$ cat config.mk
export PLATFORM = sky130hd
export DESIGN_NAME = ccd_line_distance_interleaver_unit
export DESIGN_NICKNAME = d
export VERILOG_FILES = /design/src/cldi_pkg.sv /design/src/cldi_ctrl.sv /design/src/cldi_datapath.sv /design/src/ccd_line_distance_interleaver_unit.sv
export SDC_FILE = /design/constraint.sdc
export NUM_CORES = 1
export LEC_CHECK = 0
export BUFFER_PORTS_ARGS = -buffer_cell sky130_fd_sc_hd__buf_4
export CAP_MARGIN = 20
export CORE_MARGIN = 5
export CORE_UTILIZATION = 65
export DETAILED_ROUTE_END_ITERATION = 16
export HOLD_SLACK_MARGIN = 0.03
export PLACE_DENSITY = 0.84
export SYNTH_ARGS = -nofsm -noshare
export SYNTH_HDL_FRONTEND = slang
export SYNTH_SLANG_ARGS = --single-unit
$ cat constraint.sdc
create_clock -name clock -period 19.2 [get_ports clock]
set_clock_uncertainty 0.2 [all_clocks]
set_input_delay 0.96 -clock clock [delete_from_list [all_inputs] [get_ports clock]]
set_output_delay 0.96 -clock clock [all_outputs]
set_load 0.01 [all_outputs]
$ cat src/cldi_pkg.sv
package cldi_pkg;

   // Field widths of the item and result channels
   localparam int LINE_W  = 24;
   localparam int BYTE_W  = 16;
   localparam int PIX_W   = 8;
   localparam int COLOR_W = 2;
   localparam int INDEX_W = LINE_W + 1;   // signed color line index
   localparam int ACC_W   = 14;
   localparam int RES_W   = 13;
   localparam int DELAY_W = 8;

   // Configuration port
   localparam int CSR_IDX_W  = 3;
   localparam int CSR_DATA_W = 24;

   typedef enum logic [CSR_IDX_W-1:0] {
      CSR_ACC_MODULUS = 3'd0,
      CSR_ACC_STEP    = 3'd1,
      CSR_RED_DELAY   = 3'd2,
      CSR_GREEN_DELAY = 3'd3,
      CSR_BLUE_DELAY  = 3'd4,
      CSR_LINE_BYTES  = 3'd5,
      CSR_TOTAL_LINES = 3'd6
   } csr_index_type;

   // Color codes
   localparam logic [COLOR_W-1:0] COLOR_RED   = 2'd0;
   localparam logic [COLOR_W-1:0] COLOR_GREEN = 2'd1;
   localparam logic [COLOR_W-1:0] COLOR_BLUE  = 2'd2;

   localparam logic [ACC_W-1:0] ACC_MAX = 14'h3FFF;
   localparam logic [RES_W-1:0] RES_RESET = 13'd1200;

   // 2^17 / 3 rounded up: exact floor division by three for 16-bit values
   localparam logic [16:0] DIV3_RECIP = 17'd43691;

   typedef enum logic [1:0] {
      ST_IDLE   = 2'd0,
      ST_LOAD   = 2'd1,
      ST_SEARCH = 2'd2,
      ST_EMIT   = 2'd3
   } state_type;

   typedef struct packed {
      logic accept;   // latch the incoming item
      logic load;     // load start indices and accumulators
      logic step;     // one slot rotation
      logic emit;     // place the item and write the result register
   } cmd_type;

   typedef struct packed {
      logic loaded;
      logic need_search;
      logic search_end;
      logic out_free;
   } status_type;

   // Slot rotation order: green, blue, red
   function automatic logic [COLOR_W-1:0] slot_colour(input logic [1:0] slot);
      logic [COLOR_W-1:0] c;
      case (slot)
         2'd0:    c = COLOR_GREEN;
         2'd1:    c = COLOR_BLUE;
         2'd2:    c = COLOR_RED;
         default: c = COLOR_RED;
      endcase
      return c;
   endfunction

endpackage

$ cat src/cldi_ctrl.sv
module cldi_ctrl
   import cldi_pkg::*;
(
   input  logic       clock,
   input  logic       reset,
   input  logic       req_valid,
   output logic       req_stall,
   input  status_type status,
   output cmd_type    cmd
);

   state_type state_ff, state_in;

   always_ff @(posedge clock) begin
      if (reset) begin
         state_ff <= ST_IDLE;
      end else begin
         state_ff <= state_in;
      end
   end

   always_comb begin
      state_in = state_ff;
      case (state_ff)
         ST_IDLE: begin
            if (req_valid) begin
               if (!status.loaded) begin
                  state_in = ST_LOAD;
               end else if (status.need_search) begin
                  state_in = ST_SEARCH;
               end else begin
                  state_in = ST_EMIT;
               end
            end
         end
         ST_LOAD: begin
            state_in = status.need_search ? ST_SEARCH : ST_EMIT;
         end
         ST_SEARCH: begin
            if (status.search_end) begin
               state_in = ST_EMIT;
            end
         end
         ST_EMIT: begin
            if (status.out_free) begin
               state_in = ST_IDLE;
            end
         end
         default: state_in = ST_IDLE;
      endcase
   end

   always_comb begin
      cmd       = '0;
      req_stall = 1'b1;
      case (state_ff)
         ST_IDLE: begin
            req_stall  = 1'b0;
            cmd.accept = req_valid;
         end
         ST_LOAD:   cmd.load = 1'b1;
         ST_SEARCH: cmd.step = 1'b1;
         ST_EMIT:   cmd.emit = status.out_free;
         default:   cmd = '0;
      endcase
   end

endmodule

$ cat src/cldi_datapath.sv
module cldi_datapath
   import cldi_pkg::*;
(
   input  logic                  clock,
   input  logic                  reset,
   input  logic                  csr_wr_en,
   input  logic [CSR_IDX_W-1:0]  csr_index,
   input  logic [CSR_DATA_W-1:0] csr_wdata,
   input  logic [PIX_W-1:0]      req_raw_byte,
   input  cmd_type               cmd,
   output status_type            status,
   output logic                  rsp_valid,
   input  logic                  rsp_stall,
   output logic [PIX_W-1:0]      rsp_pixel_byte,
   output logic [LINE_W-1:0]     rsp_out_line,
   output logic [BYTE_W-1:0]     rsp_out_offset,
   output logic [COLOR_W-1:0]    rsp_color,
   output logic [LINE_W-1:0]     rsp_lines_complete,
   output logic                  rsp_line_end,
   output logic                  rsp_accepted,
   output logic                  rsp_finished
);

   // Configuration registers
   logic [RES_W-1:0]   modulus_ff, modulus_in;
   logic [RES_W-1:0]   acc_step_ff, acc_step_in;
   logic [DELAY_W-1:0] red_delay_ff, red_delay_in;
   logic [DELAY_W-1:0] green_delay_ff, green_delay_in;
   logic [DELAY_W-1:0] blue_delay_ff, blue_delay_in;
   logic [BYTE_W-1:0]  pixels_ff, pixels_in;
   logic [LINE_W-1:0]  total_lines_ff, total_lines_in;

   // Scan state
   logic [1:0]                slot_ff, slot_in;
   logic signed [INDEX_W-1:0] idx_ff [3];
   logic signed [INDEX_W-1:0] idx_in [3];
   logic [ACC_W-1:0]          acc_ff [3];
   logic [ACC_W-1:0]          acc_in [3];
   logic [BYTE_W-1:0]         byte_ff, byte_in;
   logic [COLOR_W-1:0]        cur_colour_ff, cur_colour_in;
   logic [LINE_W-1:0]         cur_line_ff, cur_line_in;
   logic                      done_ff, done_in;
   logic                      loaded_ff, loaded_in;
   logic [PIX_W-1:0]          raw_ff, raw_in;

   // Result register
   logic                rsp_valid_ff, rsp_valid_in;
   logic [PIX_W-1:0]    rsp_pixel_ff, rsp_pixel_in;
   logic [LINE_W-1:0]   rsp_line_ff, rsp_line_in;
   logic [BYTE_W-1:0]   rsp_offset_ff, rsp_offset_in;
   logic [COLOR_W-1:0]  rsp_color_ff, rsp_color_in;
   logic [LINE_W-1:0]   rsp_lc_ff, rsp_lc_in;
   logic                rsp_lend_ff, rsp_lend_in;
   logic                rsp_acc_ff, rsp_acc_in;
   logic                rsp_fin_ff, rsp_fin_in;

   // Search step terms
   logic signed [INDEX_W-1:0] total_s, idx_sel;
   logic                      all_reached, idx_neg, idx_below, pass, hit;
   logic [1:0]                slot_nx;
   logic [COLOR_W-1:0]        c_sel;
   logic [ACC_W-1:0]          acc_sel, acc_sat;
   logic [RES_W-1:0]          inc;
   logic [ACC_W:0]            sum, diff;

   // Emit terms
   logic [BYTE_W-1:0]  byte_nx, offset;
   logic               lend;
   logic [LINE_W-1:0]  blue_lc;
   logic [BYTE_W+16:0] div_prod;
   logic [BYTE_W-1:0]  div_q;

   always_ff @(posedge clock) begin
      if (reset) begin
         modulus_ff     <= RES_RESET;
         acc_step_ff    <= RES_RESET;
         red_delay_ff   <= '0;
         green_delay_ff <= '0;
         blue_delay_ff  <= '0;
         pixels_ff      <= BYTE_W'(1);
         total_lines_ff <= LINE_W'(1);
         slot_ff        <= 2'd2;
         byte_ff        <= '0;
         cur_colour_ff  <= COLOR_RED;
         cur_line_ff    <= '0;
         done_ff        <= 1'b0;
         loaded_ff      <= 1'b0;
         rsp_valid_ff   <= 1'b0;
      end else begin
         modulus_ff     <= modulus_in;
         acc_step_ff    <= acc_step_in;
         red_delay_ff   <= red_delay_in;
         green_delay_ff <= green_delay_in;
         blue_delay_ff  <= blue_delay_in;
         pixels_ff      <= pixels_in;
         total_lines_ff <= total_lines_in;
         slot_ff        <= slot_in;
         byte_ff        <= byte_in;
         cur_colour_ff  <= cur_colour_in;
         cur_line_ff    <= cur_line_in;
         done_ff        <= done_in;
         loaded_ff      <= loaded_in;
         rsp_valid_ff   <= rsp_valid_in;
      end
   end

   // Indices and accumulators are loaded before first use
   always_ff @(posedge clock) begin
      for (int i = 0; i < 3; i++) begin
         idx_ff[i] <= idx_in[i];
         acc_ff[i] <= acc_in[i];
      end
      raw_ff        <= raw_in;
      rsp_pixel_ff  <= rsp_pixel_in;
      rsp_line_ff   <= rsp_line_in;
      rsp_offset_ff <= rsp_offset_in;
      rsp_color_ff  <= rsp_color_in;
      rsp_lc_ff     <= rsp_lc_in;
      rsp_lend_ff   <= rsp_lend_in;
      rsp_acc_ff    <= rsp_acc_in;
      rsp_fin_ff    <= rsp_fin_in;
   end

   // Configuration writes; pixels per raw line is line_bytes / 3, at least one
   always_comb begin
      modulus_in     = modulus_ff;
      acc_step_in    = acc_step_ff;
      red_delay_in   = red_delay_ff;
      green_delay_in = green_delay_ff;
      blue_delay_in  = blue_delay_ff;
      pixels_in      = pixels_ff;
      total_lines_in = total_lines_ff;
      div_prod = {17'd0, csr_wdata[BYTE_W-1:0]} * {{BYTE_W{1'b0}}, DIV3_RECIP};
      div_q    = div_prod[BYTE_W+16:17];
      if (csr_wr_en) begin
         case (csr_index)
            CSR_ACC_MODULUS: modulus_in     = csr_wdata[RES_W-1:0];
            CSR_ACC_STEP:    acc_step_in    = csr_wdata[RES_W-1:0];
            CSR_RED_DELAY:   red_delay_in   = csr_wdata[DELAY_W-1:0];
            CSR_GREEN_DELAY: green_delay_in = csr_wdata[DELAY_W-1:0];
            CSR_BLUE_DELAY:  blue_delay_in  = csr_wdata[DELAY_W-1:0];
            CSR_LINE_BYTES:  pixels_in      = (div_q == '0) ? BYTE_W'(1) : div_q;
            CSR_TOTAL_LINES: total_lines_in = csr_wdata[LINE_W-1:0];
            default:         modulus_in     = modulus_ff;
         endcase
      end
   end

   // One slot rotation
   always_comb begin
      total_s     = $signed({1'b0, total_lines_ff});
      all_reached = (idx_ff[0] >= total_s) && (idx_ff[1] >= total_s) &&
                    (idx_ff[2] >= total_s);
      slot_nx     = (slot_ff == 2'd2) ? 2'd0 : slot_ff + 2'd1;
      c_sel       = slot_colour(slot_nx);
      case (c_sel)
         COLOR_RED: begin
            idx_sel = idx_ff[0];
            acc_sel = acc_ff[0];
         end
         COLOR_GREEN: begin
            idx_sel = idx_ff[1];
            acc_sel = acc_ff[1];
         end
         default: begin
            idx_sel = idx_ff[2];
            acc_sel = acc_ff[2];
         end
      endcase
      inc       = (acc_step_ff == '0) ? RES_W'(1) : acc_step_ff;
      sum       = {1'b0, acc_sel} + {2'b00, inc};
      pass      = sum > {2'b00, modulus_ff};
      diff      = sum - {2'b00, modulus_ff};
      acc_sat   = (diff > {1'b0, ACC_MAX}) ? ACC_MAX : diff[ACC_W-1:0];
      idx_neg   = idx_sel[INDEX_W-1];
      idx_below = idx_sel < total_s;
      hit       = !all_reached && !idx_neg && idx_below && pass;
   end

   // Placement of one byte
   always_comb begin
      byte_nx = byte_ff + BYTE_W'(1);
      lend    = (byte_nx >= pixels_ff) || (byte_nx == '0);
      offset  = {byte_ff[BYTE_W-2:0], 1'b0} + byte_ff +
                {{(BYTE_W-COLOR_W){1'b0}}, cur_colour_ff};
      blue_lc = (!idx_ff[2][INDEX_W-1] && (idx_ff[2] != '0)) ?
                idx_ff[2][LINE_W-1:0] : '0;
   end

   always_comb begin
      slot_in       = slot_ff;
      byte_in       = byte_ff;
      cur_colour_in = cur_colour_ff;
      cur_line_in   = cur_line_ff;
      done_in       = done_ff;
      loaded_in     = loaded_ff;
      raw_in        = raw_ff;
      for (int i = 0; i < 3; i++) begin
         idx_in[i] = idx_ff[i];
         acc_in[i] = acc_ff[i];
      end
      rsp_pixel_in  = rsp_pixel_ff;
      rsp_line_in   = rsp_line_ff;
      rsp_offset_in = rsp_offset_ff;
      rsp_color_in  = rsp_color_ff;
      rsp_lc_in     = rsp_lc_ff;
      rsp_lend_in   = rsp_lend_ff;
      rsp_acc_in    = rsp_acc_ff;
      rsp_fin_in    = rsp_fin_ff;
      rsp_valid_in  = rsp_valid_ff && rsp_stall;

      if (cmd.accept) begin
         raw_in = req_raw_byte;
      end

      if (cmd.load) begin
         idx_in[0] = -$signed({{(INDEX_W-DELAY_W){1'b0}}, red_delay_ff});
         idx_in[1] = -$signed({{(INDEX_W-DELAY_W){1'b0}}, green_delay_ff});
         idx_in[2] = -$signed({{(INDEX_W-DELAY_W){1'b0}}, blue_delay_ff});
         for (int i = 0; i < 3; i++) begin
            acc_in[i] = {1'b0, modulus_ff};
         end
         loaded_in = 1'b1;
      end

      if (cmd.step) begin
         if (all_reached) begin
            done_in = 1'b1;
         end else begin
            slot_in = slot_nx;
            if (idx_neg) begin
               idx_in[c_sel] = idx_sel + INDEX_W'(1);
            end else if (idx_below) begin
               if (pass) begin
                  acc_in[c_sel] = acc_sat;
                  cur_colour_in = c_sel;
                  cur_line_in   = idx_sel[LINE_W-1:0];
                  idx_in[c_sel] = idx_sel + INDEX_W'(1);
               end else begin
                  acc_in[c_sel] = sum[ACC_W-1:0];
               end
            end
         end
      end

      if (cmd.emit) begin
         rsp_valid_in = 1'b1;
         rsp_pixel_in = raw_ff;
         rsp_lc_in    = blue_lc;
         if (done_ff) begin
            rsp_line_in   = '0;
            rsp_offset_in = '0;
            rsp_color_in  = COLOR_RED;
            rsp_lend_in   = 1'b0;
            rsp_acc_in    = 1'b0;
            rsp_fin_in    = 1'b1;
         end else begin
            rsp_line_in   = cur_line_ff;
            rsp_offset_in = offset;
            rsp_color_in  = cur_colour_ff;
            rsp_lend_in   = lend;
            rsp_acc_in    = 1'b1;
            rsp_fin_in    = lend && all_reached;
            byte_in       = lend ? '0 : byte_nx;
            if (lend && all_reached) begin
               done_in = 1'b1;
            end
         end
      end
   end

   assign status.loaded      = loaded_ff;
   assign status.need_search = !done_ff && (byte_ff == '0);
   assign status.search_end  = all_reached || hit;
   assign status.out_free    = !rsp_valid_ff || !rsp_stall;

   assign rsp_valid          = rsp_valid_ff;
   assign rsp_pixel_byte     = rsp_pixel_ff;
   assign rsp_out_line       = rsp_line_ff;
   assign rsp_out_offset     = rsp_offset_ff;
   assign rsp_color          = rsp_color_ff;
   assign rsp_lines_complete = rsp_lc_ff;
   assign rsp_line_end       = rsp_lend_ff;
   assign rsp_accepted       = rsp_acc_ff;
   assign rsp_finished       = rsp_fin_ff;

endmodule

$ cat src/ccd_line_distance_interleaver_unit.sv
// Sequence: an item taken in the idle state goes to the emit state, which writes
//   the output register; the first item after reset passes the load state first,
//   and an item that opens a raw line passes the search state, one step per color
//   slot rotated (delay lines being worked off count), until a hit or until the
//   stream turns out finished; a stalled result holds the emit state. Items are
//   taken only when idle; the output register lets the next item in meanwhile.
// Reset: synchronous, active high; control and configuration registers return to defaults, stream restarts.
module ccd_line_distance_interleaver_unit
   import cldi_pkg::*;
(
   input  logic                  clock,
   input  logic                  reset,
   // configuration write port
   input  logic                  csr_wr_en,
   input  logic [CSR_IDX_W-1:0]  csr_index,
   input  logic [CSR_DATA_W-1:0] csr_wdata,
   // raw byte items
   input  logic                  req_valid,
   output logic                  req_stall,
   input  logic [PIX_W-1:0]      req_raw_byte,
   // placed byte items
   output logic                  rsp_valid,
   input  logic                  rsp_stall,
   output logic [PIX_W-1:0]      rsp_pixel_byte,
   output logic [LINE_W-1:0]     rsp_out_line,
   output logic [BYTE_W-1:0]     rsp_out_offset,
   output logic [COLOR_W-1:0]    rsp_color,
   output logic [LINE_W-1:0]     rsp_lines_complete,
   output logic                  rsp_line_end,
   output logic                  rsp_accepted,
   output logic                  rsp_finished
);

   // Controller sequences accept, start load, slot search and emit;
   // the datapath holds configuration, scan state and the output register.
   cmd_type    cmd;
   status_type status;

   cldi_ctrl u_ctrl (
      .clock     (clock),
      .reset     (reset),
      .req_valid (req_valid),
      .req_stall (req_stall),
      .status    (status),
      .cmd       (cmd)
   );

   cldi_datapath u_datapath (
      .clock              (clock),
      .reset              (reset),
      .csr_wr_en          (csr_wr_en),
      .csr_index          (csr_index),
      .csr_wdata          (csr_wdata),
      .req_raw_byte       (req_raw_byte),
      .cmd                (cmd),
      .status             (status),
      .rsp_valid          (rsp_valid),
      .rsp_stall          (rsp_stall),
      .rsp_pixel_byte     (rsp_pixel_byte),
      .rsp_out_line       (rsp_out_line),
      .rsp_out_offset     (rsp_out_offset),
      .rsp_color          (rsp_color),
      .rsp_lines_complete (rsp_lines_complete),
      .rsp_line_end       (rsp_line_end),
      .rsp_accepted       (rsp_accepted),
      .rsp_finished       (rsp_finished)
   );

endmodule
==> results.json <==
{
  "ys_async_sr_fraction_pct": 0,
  "required_ns": 19.46,
  "grt_antenna_before_repair": 0,
  "place.gp.congestion": 1.00,
  "cts_buffers": 35,
  "grt_max_degree": 93,
  "grt_overflow": 0,
  "top_level_ports": 119,
  "grt_pass1_wl_um": 107000,
  "drtAntennaViolNets": 0,
  "port_buffers": 118,
  "critPathArrivalTime_ns": 6.87,
  "routed_via_density": 6.25,
  "nets": 3133,
  "grtUsageTotal_pct": 32.0,
  "synth_ff_type": "dfxtp_1",
  "setup_tns_ns": 0,
  "power_uw": 4170,
  "drv_cap": 0,
  "setup_ws_ns": 12.59,
  "drtIter0Drc": 1893,
  "ys_warn_count": 0,
  "pre_cts_slack_ns": 12.11,
  "cts_root_buffer": "clkbuf_16",
  "status": "complete, no violations",
  "cts_setup_buffers": 0,
  "crit_top_cell": "fa_1",
  "first_pass_iters": 6,
  "tightest_slew_ns": 1.05,
  "crit_buf_inv": 3,
  "rsz0062_at_grt": "false",
  "grt_pass1_vias": 20134,
  "drive_gt1_share_pct": 8.82,
  "vias": 19938,
  "slew_violations": 0,
  "synth_area_um2": 24200,
  "rows": 70,
  "syn_inst": 2623,
  "coreArea_um2": 36700,
  "fmax_ghz": 0.151,
  "finalHoldViolCount": 0,
  "cts_resized": 0,
  "wire_per_inst_um": 21.2,
  "die_h_um": 203,
  "die_w_um": 203,
  "hold_buffers": 0,
  "powerDensity_nw_per_um2": 157,
  "initial_utilization_pct": 65.9,
  "startpoint_type": "primary input",
  "r2r_setup_slack_ns": 12.73,
  "syn-num-nets": 3060,
  "dieArea_um2": 41200,
  "synth-seq-cells": 340,
  "ys_types": 84,
  "synth_edf_count": 85,
  "period_share_pct": 34.4,
  "area_growth_pct": 9.52,
  "p_leak_uw": 0.0115,
  "hold_path_class": "register to register",
  "seq_area_um2": 7660,
  "dp_cells": 3126,
  "tritoncts": "yes",
  "critPathMaxStageDelay_ns": 0.57,
  "fin_cells": 3190,
  "clk_pin_slew_ns": 0.06,
  "worstPathCellList": "buf_4 -> ha_1 -> inv_1 -> fa_1 -> fa_1 -> inv_1 -> fa_1 -> fa_1 -> fa_1 -> ha_1 -> nand2_1 -> o21ai_0 -> a211oi_1 -> a211oi_1 -> o21ai_0 -> o21bai_1 -> xor2_1 -> nor4b_1 -> a41oi_1 -> nor2_1",
  "setup_viol": 0,
  "clock-sinks": 340,
  "cts_max_level": 2,
  "crit_family": "adder cells",
  "fill_cells": 2774,
  "diodes": 0,
  "peakVddDrop_mv": 0.122,
  "synth.avg_cell_area_um2": 9.23,
  "clk_latency_ns": 0.54,
  "multi_input_area_um2": 15100,
  "routed_wl_um": 67600,
  "critical_path_class": "primary input to register",
  "ys_seq_area_share_pct": 31.6,
  "worst_path_max_delay_cell": "fa_1",
  "slew_headroom_pct": 29.8,
  "cts_buffer_depth": 3,
  "end_kind": "register",
  "dp_hpwl_um": 51600,
  "fin_crit_ns": 6.61,
  "drc": 0,
  "cp_max_fo": 12
}
[stage by stage]
step	hold WS, ns	utilization (%)	area [um^2]
3_3_place_gp	0.206	68.9	25300
4_1_cts	0.219	72.2	26500
3_5_place_dp	0.205	69.0	25300
5_1_grt	0.238	72.2	26500
6_report	0.220	72.2	26500
2_1_floorplan	0.200	-	24200
[layout make-up]
type / count / area share, %
multi-input cells: 1920 / 56.8
inverters: 259 / 3.67
clock buffers: 50 / 3.86
flip-flops and latches: 340 / 28.9
repair buffers: 140 / 4.01
clock inverters: 13 / 0.524
well taps: 468 / 2.21
[flip-flops by register name, summed over array words and instances, names as in the netlist, 8 cells and up]
name / count
u_datapath.raw_ff: 8
u_datapath.total_lines_ff: 24
u_datapath.idx_ff: 75
u_datapath.modulus_ff: 13
u_datapath.cur_line_ff: 24
u_datapath.byte_ff: 16
u_datapath.rsp_pixel_byte: 8
u_datapath.acc_step_ff: 13
u_datapath.rsp_out_offset: 16
u_datapath.rsp_lines_complete: 24
u_datapath.green_delay_ff: 8
u_datapath.rsp_out_line: 24
u_datapath.acc_ff: 42
u_datapath.blue_delay_ff: 8
u_datapath.red_delay_ff: 8
u_datapath.pixels_ff: 15
[worst paths after layout]
kind / start / endpoint / cells past startpoint
setup reg to reg: u_datapath.slot_ff[1] / u_datapath.idx_ff[0][26] / 19
hold / removal: u_datapath.raw_ff[2] / u_datapath.rsp_pixel_byte[2] / 0
hold reg to reg: u_datapath.raw_ff[2] / u_datapath.rsp_pixel_byte[2] / 0
setup / recovery: csr_wdata[1] / u_datapath.pixels_ff[0] / 20
[routing by layer]
layer | up-vias | share of wire (%) | global-route usage (%) | routed length, um
met2 | 941 | 48 | 55.1 | 32400
met1 | 9510 | 39 | 40.1 | 26700
met5 | - | 0 | 0 | 0
met4 | 0 | 4.9 | 14.6 | 3320
li1 | 9273 | - | - | -
met3 | 214 | 7.6 | 4.54 | 5160
[cell usage after synthesis (12+ instances only)]
cell	instances	area [um^2]
a211oi_1	28	210
a21o_1	32	240
a21oi_1	235	1180
and2_1	27	169
clkbuf_1	70	263
dfxtp_1	255	5100
edfxtp_1	85	2550
fa_1	86	1720
ha_1	311	3890
inv_1	259	972
mux2i_1	197	1970
nand2_1	268	1010
nand3_1	40	200
nand4_1	24	150
nor2_1	152	571
nor2b_1	61	382
nor3_1	43	215
nor4_1	15	93.8
o211ai_1	12	90.1
o21a_1	22	165
o21ai_0	89	445
o21ai_1	16	80.1
o22ai_1	13	81.3
or3_1	16	100
xnor2_1	51	447
xor2_1	45	394
[cells by family (layout without fill, tap and decap cells)]
kind of cell,after synthesis,in the layout,synth area share (%)
adder cells (fa/ha/maj),397,397,23.2
buffers and inverters,363,462,6.19
AO/OA/AOI/OAI,517,517,13.0
flip-flops,340,340,31.6
XOR/XNOR,96,96,3.47
AND/OR/NAND/NOR,704,704,13.9
multiplexers,206,206,8.57
[power by group]
| group | leakage (uW) | internal (uW) | switching, uW | total (uW) |
|---|---|---|---|---|
| clock network | 0.000571 | 401 | 286 | 687 |
| registers | 0.00287 | 875 | 135 | 1010 |
| logic | 0.00804 | 979 | 1500 | 2480 |
[cells in the final DEF, fill, tap and decap left out, types with 60 or more instances in the layout]
cell type and instances:
dfxtp_1 253, o21ai_0 89, buf_4 137, fa_1 86
nor2b_1 60, ha_1 310, nor2_1 152, nand2_1 268
mux2i_1 197, a21oi_1 235, edfxtp_1 85, inv_1 258
[worst reg2reg max path, delay by kind of cell (launching register included)]
family          cells  cell delay (ns)
compound gates      8             2.29
flops               1             0.77
simple gates        6             1.14
fa+ha+maj           3             1.11
buf+inv             1             0.49
mux                 1             0.40
Note: power is estimated with default switching activity, not from simulation.
